`src/rtl/mrqf_fifo.sv`:
```
// Small register FIFO used for the request and result queues
module mrqf_fifo #(
    parameter int WIDTH = 8,
    parameter int DEPTH = 2
) (
    input  logic             i_clk,
    input  logic             i_rst_n,
    input  logic             i_push,
    input  logic [WIDTH-1:0] i_data,
    input  logic             i_pop,
    output logic             o_full,
    output logic             o_empty,
    output logic [WIDTH-1:0] o_data
);
    localparam int PW = (DEPTH > 1) ? $clog2(DEPTH) : 1;
    localparam int CW = $clog2(DEPTH + 1);

    logic [WIDTH-1:0] r_mem [DEPTH];
    logic [PW-1:0]    r_wr_ptr, n_wr_ptr;
    logic [PW-1:0]    r_rd_ptr, n_rd_ptr;
    logic [CW-1:0]    r_count, n_count;
    logic             do_push, do_pop;

    assign o_full  = (r_count == CW'(DEPTH));
    assign o_empty = (r_count == '0);
    assign o_data  = r_mem[r_rd_ptr];
    assign do_push = i_push && !o_full;
    assign do_pop  = i_pop && !o_empty;

    always_comb begin
        n_wr_ptr = r_wr_ptr;
        n_rd_ptr = r_rd_ptr;
        n_count  = r_count;
        if (do_push) begin
            n_wr_ptr = (r_wr_ptr == PW'(DEPTH - 1)) ? '0 : r_wr_ptr + PW'(1);
        end
        if (do_pop) begin
            n_rd_ptr = (r_rd_ptr == PW'(DEPTH - 1)) ? '0 : r_rd_ptr + PW'(1);
        end
        if (do_push && !do_pop) begin
            n_count = r_count + CW'(1);
        end else if (do_pop && !do_push) begin
            n_count = r_count - CW'(1);
        end
    end

    always_ff @(posedge i_clk) begin
        if (!i_rst_n) begin
            r_wr_ptr <= '0;
            r_rd_ptr <= '0;
            r_count  <= '0;
        end else begin
            r_wr_ptr <= n_wr_ptr;
            r_rd_ptr <= n_rd_ptr;
            r_count  <= n_count;
        end
    end

    always_ff @(posedge i_clk) begin
        if (do_push) begin
            r_mem[r_wr_ptr] <= i_data;
        end
    end

endmodule

```
`config.mk`:
```
export PLATFORM = sky130hd
export DESIGN_NAME = mrqf_fifo
export DESIGN_NICKNAME = d
export VERILOG_FILES = /design/src/rtl/mrqf_fifo.sv
export SDC_FILE = /design/constraint.sdc
export NUM_CORES = 1
export LEC_CHECK = 0
export BUFFER_PORTS_ARGS = -buffer_cell sky130_fd_sc_hd__buf_2
export CORE_UTILIZATION = 52
export DETAILED_ROUTE_END_ITERATION = 8
export PLACE_DENSITY = 0.81
export SYNTH_ARGS = -nofsm -noshare
export SYNTH_HDL_FRONTEND = slang
export SYNTH_SLANG_ARGS = --single-unit
```
`constraint.sdc`:
```
create_clock -name i_clk -period 4 [get_ports i_clk]
set_clock_uncertainty 0.1 [all_clocks]
set_input_delay 0.2 -clock i_clk [delete_from_list [all_inputs] [get_ports i_clk]]
set_output_delay 0.2 -clock i_clk [all_outputs]
set_load 0.02 [all_outputs]
```
* Word level (Yosys, flattened, before mapping) *
Memory sizes are Yosys's and may differ from the RTL's. A register that Yosys moved wholly into a read port is not among the register bits.
Cells that the tools add are included.

word-level totals
  register bits = 4
  bits in latches = 0
  RAM bits = 16
  memory bits (read-only) = 0
  logic and storage cells = 27
  memories = 1

operators by class
  $add $sub $neg = 4
  multipliers = 0
  div/mod/pow operators = 0
  magnitude comparators = 0
  equal/unequal tests = 1
  shift-type cells = 0
  muxes and demuxes = 8
  bitwise operators = 0
  reductions and logical operators = 10

memories
  name   words  bits a word  read ports  clocked after memory_dff  wr ports  line  text
  r_mem  2      8            1           1                         1         18    logic [WIDTH-1:0] r_mem [DEPTH];

operators with widths
  kind                                              count
  two-way mux 1 bit                                 6
  logical AND 1 bit                                 4
  logical NOT 1 bit                                 4
  two-way mux 2 bit                                 2
  adder 1 bit, second input constant                2
  adder 2 x 1 -> 2 bit, second input constant       1
  equality test 2 bit, second input constant        1
  logical NOT 2 bit                                 1
  nonzero test 2 bit                                1
  subtractor 2 x 1 -> 2 bit, second input constant  1

* Longest topological paths before layout *
  depth in word-level cells = 7
  depth in mapped cells = 7
  mapped depth without buffers = 7

* Worst setup path before layout *
No wires, ideal clock.

  path type = reg2reg
  from = register r_count[0]
  to = register r_count[1]
  library setup time = 0.070 ns
  data arrival time = 1.444 ns
  required time = 3.830 ns
  path slack = 2.386 ns
  cell stages (with the launch flop) = 7
  buffers on the path = 0
  period minus slack after synthesis = 1.614 ns
  path through = dfxtp_1 -> nand2b_1 -> inv_2 -> nor2_1 -> ha_1 -> or3_1 -> a21boi_1

on the way
  word-level cells in the longest chain between the ends = 6
  elaborated cells on any way between the ends = 15

ends and longest elaborated chain
  what                                 line  text
  from (decl)                          21    logic [CW-1:0] r_count, n_count;
  from (signal assigned)               55    r_count <= n_count;
  equality test 2 bit *                24    assign o_full = (r_count == CW'(DEPTH));
  named net o_full                     11    output logic o_full,
  logical NOT 1 bit *                  27    assign do_push = i_push && !o_full;
  logical AND 1 bit *                  27
  logical NOT 1 bit                    42    end else if (do_pop && !do_push) begin
  logical AND 1 bit                    42
  nonzero test 2 bit (no source line)  n/a

The timed path passes the listed nets; every way through them passes the cells marked *. The select of a mux whose other input is x is not followed.
A chain may end at the register's enable or synchronous reset.

==> results.yml <==
detailed_routing:
  wl_per_cell_um: 13.5
  vias: 484
  drc_errors: 0
  drtIter0Drc: 5
  via_per_inst: 4.99
  ant_nets: 0
  drt-total-wl_um: 1310
  drtPass1Iterations: 3
die:
  boundaryPins: 22
  die_width_um: 41.5
  core_mm2: 0.00137
  start_util_pct: 59.2
  die_h_um: 41.5
  num_rows: 13
  die-area_mm2: 0.00172
critical_path:
  r2r_cells: 6
  path_buf_inv: 1
  crit_fanout: 8
  r2r_end: "r_count[1]"
  r2r_start: "r_count[0]"
  worstPathCellList: "mux2_2 > buf_2"
  critPathCaptureType: "output pin"
  arrival_ns: 1.38
  max_stage_delay_ns: 0.54
  critPathTopFamily: "flip-flops"
  crit_slowest_cell: "dfxtp_1"
  regToRegSetupSlack_ns: 2.36
  path_class: "reg -> out"
  cp-start-kind: "flop"
  worstPathRequired_ns: 3.70
cts:
  cts_tree: "built"
  h-tree-depth: 1
  clock_latency_ns: 0.30
  numCtsBuffers: 3
  clkTransAtPathRegs_ns: 0.11
  post_cts_buffers: 0
  hold_buffers: 8
  cts_buffer_depth: 2
  clock_sinks: 21
  cts_root_buf: "clkbuf_4"
  cts_resized: 0
power:
  p_sw_w: 0.000206
  seq_power_share_pct: 49.4
  netSwitchingFraction_pct: 33.1
  p_per_area_mw_per_mm2: 600
  p_comb_share_pct: 34.7
  peakVddDrop_v: 0.000419
  p_int_w: 0.000416
  p_leak_nw: 0.415
  clkPwrFrac_pct: 15.9
grt:
  grt_util_all_layers_pct: 17.5
  grt_max_degree: 13
  grt_use_met1_pct: 19.0
  met3_usage_pct: 3.91
  grt_pass1_vias: 503
  met2_usage_pct: 30.9
  antenna_found_initial: 0
  grt_pass1_wl_um: 2160
  busiest_layer: "met2"
  overflow: 0
synth:
  synth_edf_count: 16
  synth_ff_type: "edfxtp_1"
  yosys_warnings: 0
  synth_most_common_cell: "edfxtp_1"
  syn_nets: 63
  ys_top_cells_by_count: "edfxtp_1 (16), mux2_2 (8), dfxtp_1 (5), and2_1 (3)"
  synthCells: 50
  synth_area_um2: 810
  synth_area_leaders: "edfxtp_1 (59%), dfxtp_1 (12%), mux2_2 (11%), and2_1 (2.3%), xnor2_1 (2.2%)"
  seq_area_frac_synth_pct: 71.7
  synth_seq_cells: 21
  synth.top_cell.area_share_pct: 59.4
  avgSynthCellArea_um2: 16.2
  synth_cell_types: 20
  yosysTopAreaCell: "edfxtp_1"
  synthArstFlopShare_pct: 0
final_layout:
  fin_cells: 97
  utilization_pct: 75.8
  nFillCells: 89
  multi_input_area_um2: 216
  seq_area_um2: 581
  nets: 96
  antenna_cells: 0
  area_growth_pct: 28.0
  layout-drive-gt1-share_pct: 42.7
timing:
  rsz0062_at_grt: "false"
  finalHoldViolCount: 0
  period_share_pct: 41.9
  slew_violations: 0
  setup_violations: 0
  fmax_ghz: 0.596
  min_period_ns: 1.68
  tightest_slew_ns: 0.657
  totalNegativeSetupSlack_ns: 0
  slew_headroom_pct: 56.0
hold_path:
  min-delay-start: "i_rst_n"
  whs_endpoint: "r_rd_ptr"
  hold_depth: 2
  hp-class: "in -> reg"
placement:
  hpwl_um: 935
  gp_congestion: 0.642
  dp_cells: 85
  numPortBuffers: 21
run:
  max_cap_viol_count: 0
status:
  status: "complete, no violations"
## flip-flops by register name (all words and copies together), names as in the netlist, named ones only
| name | flops |
|---|---|
| r_mem | 16 |
| r_wr_ptr | 1 |
| r_count | 2 |
| r_rd_ptr | 1 |
## worst max path at each step
stage / from / to / slack (ns) / depth (start not counted)
2_1_floorplan: r_count[0] / r_count[1] / 2.39 / 6
3_3_place_gp: r_count[0] / r_mem[0][4] / 2.39 / 3
3_5_place_dp: r_count[0] / r_count[1] / 2.36 / 6
4_1_cts: flop / o_data[3] / 2.30 / 2
5_1_grt: flop / o_data[5] / 2.24 / 2
6_report: flop / o_data[2] / 2.32 / 2
## cell usage in the layout (no fill, tap or decap)
| cell type | instances |
|---|---|
| nor3_2 | 1 |
| clkinv_2 | 1 |
| nor2_1 | 2 |
| dfxtp_1 | 5 |
| o21ai_0 | 1 |
| inv_1 | 1 |
| xnor2_1 | 2 |
| clkbuf_4 | 3 |
| o21a_1 | 1 |
| and3_1 | 1 |
| dlygate4sd3_1 | 8 |
| xor2_1 | 1 |
| edfxtp_1 | 16 |
| mux2_2 | 8 |
| a21boi_1 | 1 |
| ha_1 | 1 |
| buf_2 | 21 |
| inv_2 | 1 |
| a21boi_0 | 1 |
| or3_1 | 1 |
| o21ai_1 | 1 |
| and2_1 | 3 |
| nand2b_1 | 1 |
## power by group through the flow
| stage | clock network, W | logic, W | registers (W) |
|---|---|---|---|
| after floorplan | 0 | 0.000167 | 0.000297 |
| after global placement | 0 | 0.000205 | 0.000311 |
| after detailed placement | 0 | 0.000211 | 0.000314 |
| after CTS | 0.0000989 | 0.000219 | 0.000308 |
| after global routing | 0.000113 | 0.000231 | 0.000314 |
| final | 0.0000986 | 0.000216 | 0.000307 |
## worst reg2reg max path: stages (launching register included)
cell	delay [ns]
dfxtp_1	0.43
nand2b_1	0.17
inv_2	0.06
nor2_1	0.08
ha_1	0.26
or3_1	0.35
a21boi_1	0.14
## layer usage
metal  part of all wire [%]  wire length, µm  up-vias
met5                      0                0        -
met4                    1.3               17        0
met3                    4.8               63        4
met2                     52              674       14
met1                     42              551      221
li1                       -                -      245
## stage by stage
stage	instance area [µm²]	hold WS, ns	power, W	setup WS, ns
4_1_cts	1040	0.0571	0.000626	2.30
3_5_place_dp	928	0.294	0.000525	2.36
2_1_floorplan	810	0.199	0.000464	2.39
6_report	1040	0.0534	0.000622	2.32
5_1_grt	1040	0.0367	0.000658	2.24
3_3_place_gp	928	0.289	0.000516	2.39
## final cells by class
class	count	share of cell area, %
Sequential cell	21	56.0
Multi-Input combinational cell	26	20.9
Timing Repair Buffer	29	17.9
Clock buffer	3	2.17
Tap cell	15	1.81
Inverter	2	0.725
Clock inverter	1	0.483
## logic make-up (layout without fill, tap and decap cells)
family,Yosys count,after routing,share of synthesized area [%]
adders and majority gates,1,1,1.55
xor gates and xnor gates,3,3,3.25
AOI/OAI and AO/OA,5,5,4.02
buffers and inverters,3,35,1.54
and+or+nand+nor,9,9,6.80
muxes,8,8,11.1
DFF,21,21,71.7
Note: power is estimated with default switching activity, not from simulation.
