File: src/rtl/mrqf_pkg.sv
// Types, codes and constants of the memory request queue
package mrqf_pkg;

    localparam int DEF_CHANNELS          = 2;
    localparam int DEF_READ_QUEUE_DEPTH  = 32;
    localparam int DEF_WRITE_QUEUE_DEPTH = 32;

    localparam int ADDRESS_BITS = 40;
    localparam int CORE_COUNT   = 4;
    localparam int DATA_W       = 64;
    localparam int CPU_W        = 2;
    localparam int SLOT_W       = 5;
    localparam int OCC_W        = 6;
    localparam int ROUTE_BITS   = 3;
    localparam int FIFO_DEPTH   = 2;

    localparam int CFG_ADDR_W = 3;
    localparam int CFG_DATA_W = 32;
    // word index of each register (byte address bits above the word offset)
    localparam logic [CFG_ADDR_W-3:0] REG_WARMUP_DONE = '0;

    typedef enum logic [0:0] {
        CMD_READ  = 1'b0,
        CMD_WRITE = 1'b1
    } t_cmd;

    typedef enum logic [2:0] {
        ST_INSERTED  = 3'd0,
        ST_MERGED    = 3'd1,
        ST_FORWARDED = 3'd2,
        ST_DROPPED   = 3'd3,
        ST_BYPASS    = 3'd4
    } t_status;

    typedef enum logic [1:0] {
        K_BYPASS,
        K_DROP,
        K_READ,
        K_WRITE
    } t_kind;

    typedef enum logic [1:0] {
        BS_IDLE,
        BS_RESOLVE,
        BS_FWD
    } t_back_state;

    typedef struct packed {
        t_cmd                    command;
        logic [ADDRESS_BITS-1:0] address;
        logic [DATA_W-1:0]       write_data;
        logic [CPU_W-1:0]        requester_cpu;
        logic                    is_instruction;
        logic                    is_data_access;
    } t_req;

    typedef struct packed {
        t_status           status;
        logic              channel;
        logic [SLOT_W-1:0] slot_index;
        logic              route_to_nvm;
        logic              reply_to_icache;
        logic              reply_to_dcache;
        logic [CPU_W-1:0]  reply_cpu;
        logic [DATA_W-1:0] reply_data;
        logic [OCC_W-1:0]  read_occupancy;
        logic [OCC_W-1:0]  write_occupancy;
    } t_rsp;

    // classified request handed from the front end to the back end
    typedef struct packed {
        t_kind                   kind;
        logic [ADDRESS_BITS-1:0] address;
        logic [DATA_W-1:0]       write_data;
        logic                    route_to_nvm;
        logic                    bypass_reply;
        logic                    icache_ok;
        logic                    dcache_ok;
        logic [CPU_W-1:0]        reply_cpu;
    } t_item;

endpackage

File: src/rtl/mrqf_fifo.sv
// Small register FIFO used for the request and result queues
module mrqf_fifo #(
    parameter int WIDTH = 8,
    parameter int DEPTH = 2
) (
    input  logic             i_clk,
    input  logic             i_rst_n,
    input  logic             i_push,
    input  logic [WIDTH-1:0] i_data,
    input  logic             i_pop,
    output logic             o_full,
    output logic             o_empty,
    output logic [WIDTH-1:0] o_data
);
    localparam int PW = (DEPTH > 1) ? $clog2(DEPTH) : 1;
    localparam int CW = $clog2(DEPTH + 1);

    logic [WIDTH-1:0] r_mem [DEPTH];
    logic [PW-1:0]    r_wr_ptr, n_wr_ptr;
    logic [PW-1:0]    r_rd_ptr, n_rd_ptr;
    logic [CW-1:0]    r_count, n_count;
    logic             do_push, do_pop;

    assign o_full  = (r_count == CW'(DEPTH));
    assign o_empty = (r_count == '0);
    assign o_data  = r_mem[r_rd_ptr];
    assign do_push = i_push && !o_full;
    assign do_pop  = i_pop && !o_empty;

    always_comb begin
        n_wr_ptr = r_wr_ptr;
        n_rd_ptr = r_rd_ptr;
        n_count  = r_count;
        if (do_push) begin
            n_wr_ptr = (r_wr_ptr == PW'(DEPTH - 1)) ? '0 : r_wr_ptr + PW'(1);
        end
        if (do_pop) begin
            n_rd_ptr = (r_rd_ptr == PW'(DEPTH - 1)) ? '0 : r_rd_ptr + PW'(1);
        end
        if (do_push && !do_pop) begin
            n_count = r_count + CW'(1);
        end else if (do_pop && !do_push) begin
            n_count = r_count - CW'(1);
        end
    end

    always_ff @(posedge i_clk) begin
        if (!i_rst_n) begin
            r_wr_ptr <= '0;
            r_rd_ptr <= '0;
            r_count  <= '0;
        end else begin
            r_wr_ptr <= n_wr_ptr;
            r_rd_ptr <= n_rd_ptr;
            r_count  <= n_count;
        end
    end

    always_ff @(posedge i_clk) begin
        if (do_push) begin
            r_mem[r_wr_ptr] <= i_data;
        end
    end

endmodule

File: src/rtl/mrqf_front.sv
// Front end: classifies incoming requests and queues them for the back end
module mrqf_front (
    input  logic            i_clk,
    input  logic            i_rst_n,
    input  logic            i_warmup_done,
    input  logic            i_push,
    input  mrqf_pkg::t_req  i_req,
    output logic            o_full,
    input  logic            i_take,
    output logic            o_item_valid,
    output mrqf_pkg::t_item o_item
);
    import mrqf_pkg::*;

    t_item                     item_c;
    logic                      cpu_ok;
    logic                      empty;
    logic [$bits(t_item)-1:0]  item_raw;

    always_comb begin
        cpu_ok = int'(i_req.requester_cpu) < CORE_COUNT;

        item_c.address      = i_req.address;
        item_c.write_data   = i_req.write_data;
        item_c.route_to_nvm = |i_req.address[ADDRESS_BITS-1 -: ROUTE_BITS];
        item_c.bypass_reply = !i_warmup_done && (i_req.command == CMD_READ);
        item_c.icache_ok    = cpu_ok && i_req.is_instruction;
        item_c.dcache_ok    = cpu_ok && i_req.is_data_access;
        item_c.reply_cpu    = (cpu_ok && (i_req.is_instruction || i_req.is_data_access))
                              ? i_req.requester_cpu : '0;

        if (!i_warmup_done) begin
            item_c.kind = K_BYPASS;
        end else if (i_req.address == '0) begin
            item_c.kind = K_DROP;
        end else if (i_req.command == CMD_READ) begin
            item_c.kind = K_READ;
        end else begin
            item_c.kind = K_WRITE;
        end
    end

    mrqf_fifo #(
        .WIDTH ($bits(t_item)),
        .DEPTH (FIFO_DEPTH)
    ) u_req_queue (
        .i_clk   (i_clk),
        .i_rst_n (i_rst_n),
        .i_push  (i_push),
        .i_data  (item_c),
        .i_pop   (i_take),
        .o_full  (o_full),
        .o_empty (empty),
        .o_data  (item_raw)
    );

    assign o_item_valid = !empty;
    assign o_item       = t_item'(item_raw);

endmodule

File: config.mk
export PLATFORM = sky130hd
export DESIGN_NAME = mrqf_front
export DESIGN_NICKNAME = d
export VERILOG_FILES = /design/src/rtl/mrqf_pkg.sv /design/src/rtl/mrqf_fifo.sv /design/src/rtl/mrqf_front.sv
export SDC_FILE = /design/constraint.sdc
export NUM_CORES = 1
export LEC_CHECK = 0
export BUFFER_PORTS_ARGS = -buffer_cell sky130_fd_sc_hd__buf_4
export CAP_MARGIN = 20
export CORE_MARGIN = 2
export CORE_UTILIZATION = 50
export CTS_CLUSTER_SIZE = 14
export DETAILED_ROUTE_END_ITERATION = 7
export PLACE_DENSITY = 0.77
export SLEW_MARGIN = 20
export SYNTH_ARGS = -nofsm -noshare
export SYNTH_HDL_FRONTEND = slang
export SYNTH_HIERARCHICAL = 1
export SYNTH_SLANG_ARGS = --single-unit
File: constraint.sdc
create_clock -name i_clk -period 14.7 [get_ports i_clk]
set_clock_uncertainty 0.1 [all_clocks]
set_input_delay 2.205 -clock i_clk [delete_from_list [all_inputs] [get_ports i_clk]]
set_output_delay 2.205 -clock i_clk [all_outputs]
set_load 0.02 [all_outputs]
# Word level (Yosys, flattened, before mapping)
# Memory sizes are Yosys's and may differ from the RTL's. A register that Yosys moved wholly into a read port is not among the register bits.
# Cells that the tools add are included.
[totals] regBits=4 mem_bits_rw=224 inputBits=114 n_memories=1 word_cells=37
[memory_table] memory="u_req_queue.r_mem" words=2 word_bits=112 read_ports=1 rd_clocked_by_memory_dff=1 write_ports=1 line="mrqf_fifo.sv:18" source="logic [WIDTH-1:0] r_mem [DEPTH];"
[classes] n_eq_ne=1 muxes=12 add_sub_neg=4 bitwise=1 reduce_logical=15
[op_table] operator="$logic_not 40->1" n=1
[op_table] operator="$mux 2" n=5
[op_table] operator="$mux 1" n=7
[op_table] operator="$logic_and 1x1->1" n=5
[op_table] operator="$logic_not 1->1" n=5
[op_table] operator="$reduce_or 3->1" n=1
[op_table] operator="$add 1x1->1 const B" n=2
[op_table] operator="$add 2x1->2 const B" n=1
[op_table] operator="$eq 2x2->1 const B" n=1
[op_table] operator="$logic_not 2->1" n=1
[op_table] operator="$reduce_bool 2->1" n=1
[op_table] operator="$sub 2x1->2 const B" n=1
[op_table] operator="$logic_or 1x1->1" n=1
[op_table] operator="$not 1->1" n=1

# Depth between registers and ports, before layout
[logic_depth] ltp_word=7 mapped_depth=7 depth_no_buf=7

# By module
# Netlist, hierarchy kept.
[modules_own_cells] mod="mrqf_fifo" instances=1 cells_each=373 area_per_inst_um2=8311.7
[modules_own_cells] mod="mrqf_front" instances=1 cells_each=22 area_per_inst_um2=172.7

# Least setup slack after synthesis
# No wires, ideal clock.
[synth_timing] kind="input -> register" startpoint="input i_push" endpoint="memory u_req_queue/r_mem[0][0] (netlist name) (enable)" path_buffers=0 t_arrival_ns=6.612 required_ns=14.036 stages=2 path_slack_ns=7.423 setup_ns=0.564 cell_sequence="inv_1 -> nor3_2"
[synth_between] elab_chain_len=3
[synth_rtl] element="start: declaration" line="mrqf_front.sv:6" source="input logic i_push,"
[synth_rtl] element="$logic_and 1x1->1" line="mrqf_fifo.sv:27" source="assign do_push = i_push && !o_full;"
[synth_rtl] element="$mux 1" line="mrqf_fifo.sv:60" source="if (do_push) begin"
[synth_rtl] element="$mux 1 (implied by the code)" line="mrqf_fifo.sv:61" source="r_mem[r_wr_ptr] <= i_data;"
[synth_rtl] element="end: declaration" line="mrqf_fifo.sv:18"
# Every way passes these cells.

==> flow_metrics.py <==
metrics = {
    "run_status": {
        "status": "complete, no violations",
    },
    "critical_path": {
        "cpPeakStageDelay_ns": 0.77,
        "r2r-start": "u_req_queue/r_count[0]",
        "critPathBufInv": 2,
        "cpMostUsedCell": "buf_4",
        "cp.required_ns": 12.40,
        "critPathKind": "flip-flop to output port",
        "critPathTopFamily": "buffers and inverters",
        "crit_slowest_cell": "buf_4",
        "regToRegSetupSlack_ns": 12.08,
        "cp_max_fo": 66,
        "arrival_ns": 2.73,
        "cp_cell_sequence": "buf_4 > mux2_2 > buf_4",
        "start_kind": "flip-flop",
        "critical_path.endpoint_type": "output port",
    },
    "sta": {
        "fin_crit_sh_pct": 34.26,
        "rsz0062_at_grt": "no",
        "worstMarginPinSlew_ns": 0.8787,
        "period_needed_ns": 5.036,
        "fin_setup_tns_ns": 0,
        "setup_viol": 0,
        "drv_slew": 0,
        "relSlewSlack_pct": 41.42,
        "hold_violations": 0,
        "max_freq_mhz": 198.6,
    },
    "final_layout": {
        "drive_gt1_share_pct": 58.32,
        "multiInputGateArea_um2": 1564,
        "final_nets": 754,
        "diodes": 0,
        "fillers": 1131,
        "layout.cells.non_filler": 875,
        "register_area_um2": 6830,
        "area_growth_pct": 31.15,
    },
    "grt": {
        "grt_pass1_wl_um": 24060,
        "grt_use_met2_pct": 28.57,
        "grt_util_met3_pct": 6.803,
        "gr-usage-all-layers_pct": 17.18,
        "grt_max_degree": 67,
        "antenna_found_initial": 0,
        "grt_pass1_vias": 4596,
        "overflow": 0,
        "use_met1_pct": 21.25,
        "grt-busiest-layer": "met2",
    },
    "yosys": {
        "synth-edff-count": 224,
        "yosys-top-cells-count": "edfxtp_1, mux2_2, buf_4, nor4_1, dfxtp_1",
        "synth_seq_area_share_pct": 80.46,
        "async_reset_ff_share_pct": 0,
        "syn-instance-count": 395,
        "synth_top_area_cell": "edfxtp_1",
        "yosysMostFrequentCell": "edfxtp_1",
        "syn_avg_cell_area_um2": 21.48,
        "syn-num-nets": 510,
        "yosysTopAreaCellShare_pct": 79.28,
        "synthDistinctLibCells": 30,
        "synth_area_um2": 8484,
        "ys_top_cells_by_area": "edfxtp_1, mux2_2, dfxtp_1",
        "synth-seq-cells": 229,
        "ys.flop_type": "edfxtp_1",
        "yosysWarnings": 6,
    },
    "clocking": {
        "post-cts-setup-buffers": 0,
        "cts-root-buf": "clkbuf_16",
        "cts_tree": "built",
        "cts_hold_repair.buffers": 0,
        "clk_latency_ns": 0.50,
        "cts_buffers": 23,
        "cts_max_path_buffers": 3,
        "ctsHtreeMaxLevel": 1,
        "post_cts_resized": 0,
        "cts.sinks": 229,
        "clkTransAtPathRegs_ns": 0.06,
    },
    "pwr": {
        "p_seq_share_pct": 43.6,
        "p_clk_share_pct": 27.6,
        "p_int_uw": 1405,
        "fin_total_pwr_uw": 1971,
        "power.leakage_uw": 0.004135,
        "sw_frac_of_total_pct": 28.70,
        "power_density_nw_per_um2": 177.1,
        "comb_power_share_pct": 28.8,
        "vdd_drop_max_mv": 0.1347,
        "p_sw_uw": 565.6,
    },
    "floorplan": {
        "die_area_um2": 18030,
        "io_pins": 228,
        "start_util_pct": 51.16,
        "fp-row-count": 47,
        "die_x_um": 134.3,
        "die_h_um": 134.3,
        "core-area_um2": 16580,
    },
    "drt": {
        "dr.pass1.iters": 4,
        "viasPerCell": 5.103,
        "routed_wl_um": 16280,
        "vias": 4465,
        "drtIter0Drc": 210,
        "avgRoutedWirePerCell_um": 18.61,
        "post-route-drc-count": 0,
        "postRouteAntennaNets": 0,
    },
    "placement": {
        "placement.io_buffers": 227,
        "gp_congestion": 0.7445,
        "placedCellCount": 834,
        "place_hpwl_um": 10990,
    },
    "min_path": {
        "worstHoldStart": "u_req_queue/r_count[1]",
        "min_path_type": "flip-flop to flip-flop",
    },
    "run": {
        "drv_cap": 0,
    },
}
-- per-layer routing --
layer,wire (um),part of all wire (%)
met2,7890,48
met5,0,0
met4,309,1.9
met3,1599,9.8
met1,6480,40
-- power groups by stage --
stage               combinational, uW  clock (uW)  sequential (uW)
floorplan                         363           0              860
global placement                  565           0              868
detailed placement                571           0              875
CTS                               574         557              861
global route                      598         580              869
finish                            567         544              860
-- state kept, by name, summed over array words and instances, names as in the netlist, named ones only --
register	flops
u_req_queue/r_count	2
u_req_queue/r_wr_ptr	1
u_req_queue/r_rd_ptr	1
u_req_queue/r_mem	224
-- worst register-to-register path, delay by kind of cell, from the launching register on --
kind                   cells  cell delay, ns
and+or+nand+nor            2            0.83
buffers and inverters      1            0.81
DFF                        1            0.42
-- area by class of cell --
class / instances / share of cell area, %
sequential: 229 / 61.39
timing repair buffer: 231 / 15.59
multi-input combinational: 150 / 14.06
clock buffer: 27 / 5.308
tap: 220 / 2.474
clock inverter: 14 / 1.057
inverter: 4 / 0.1349
-- path summary, 6_finish.rpt --
path                            cells past startpoint                  endpoint
worst min register to register                      2    u_req_queue/r_count[1]
worst max register to register                      3  u_req_queue/r_mem[1][47]
worst min-delay path                                2    u_req_queue/r_count[1]
worst max-delay path                                3                o_item[25]
-- logic make-up after synthesis --
family | after synthesis | synth area share [%]
compound gates | 9 | 0.8553
xor+xnor | 3 | 0.3097
fa+ha+maj | 1 | 0.1474
simple gates | 25 | 2.124
flops | 229 | 80.46
buf+inv | 16 | 1.239
mux | 112 | 14.87
-- per-stage QoR --
| step | util (%) | setup WS, ns | hold slack, ns | cell area, um2 |
|---|---|---|---|---|
| after floorplan | - | 7.423 | 0.3833 | 8484 |
| after global placement | 62.83 | 10.19 | 0.3961 | 10420 |
| after detailed placement | 62.83 | 10.19 | 0.4412 | 10420 |
| after CTS | 67.10 | 9.646 | 0.4519 | 11130 |
| after global routing | 67.10 | 9.535 | 0.4824 | 11130 |
| final | 67.10 | 9.664 | 0.4509 | 11130 |
-- cell usage in the layout (no fill, tap or decap), types with 2 or more instances in the layout --
| master | n |
|---|---|
| inv_1 | 4 |
| o21a_1 | 3 |
| nor4_1 | 7 |
| xnor2_1 | 2 |
| bufinv_16 | 2 |
| nor2_1 | 4 |
| clkbuf_16 | 23 |
| dfxtp_1 | 4 |
| and2_1 | 3 |
| nand4_1 | 2 |
| clkinv_2 | 6 |
| buf_4 | 231 |
| clkinv_1 | 5 |
| mux2_2 | 112 |
| edfxtp_1 | 224 |
| clkbuf_1 | 4 |
No activity file was read; power rests on OpenSTA's default activity.
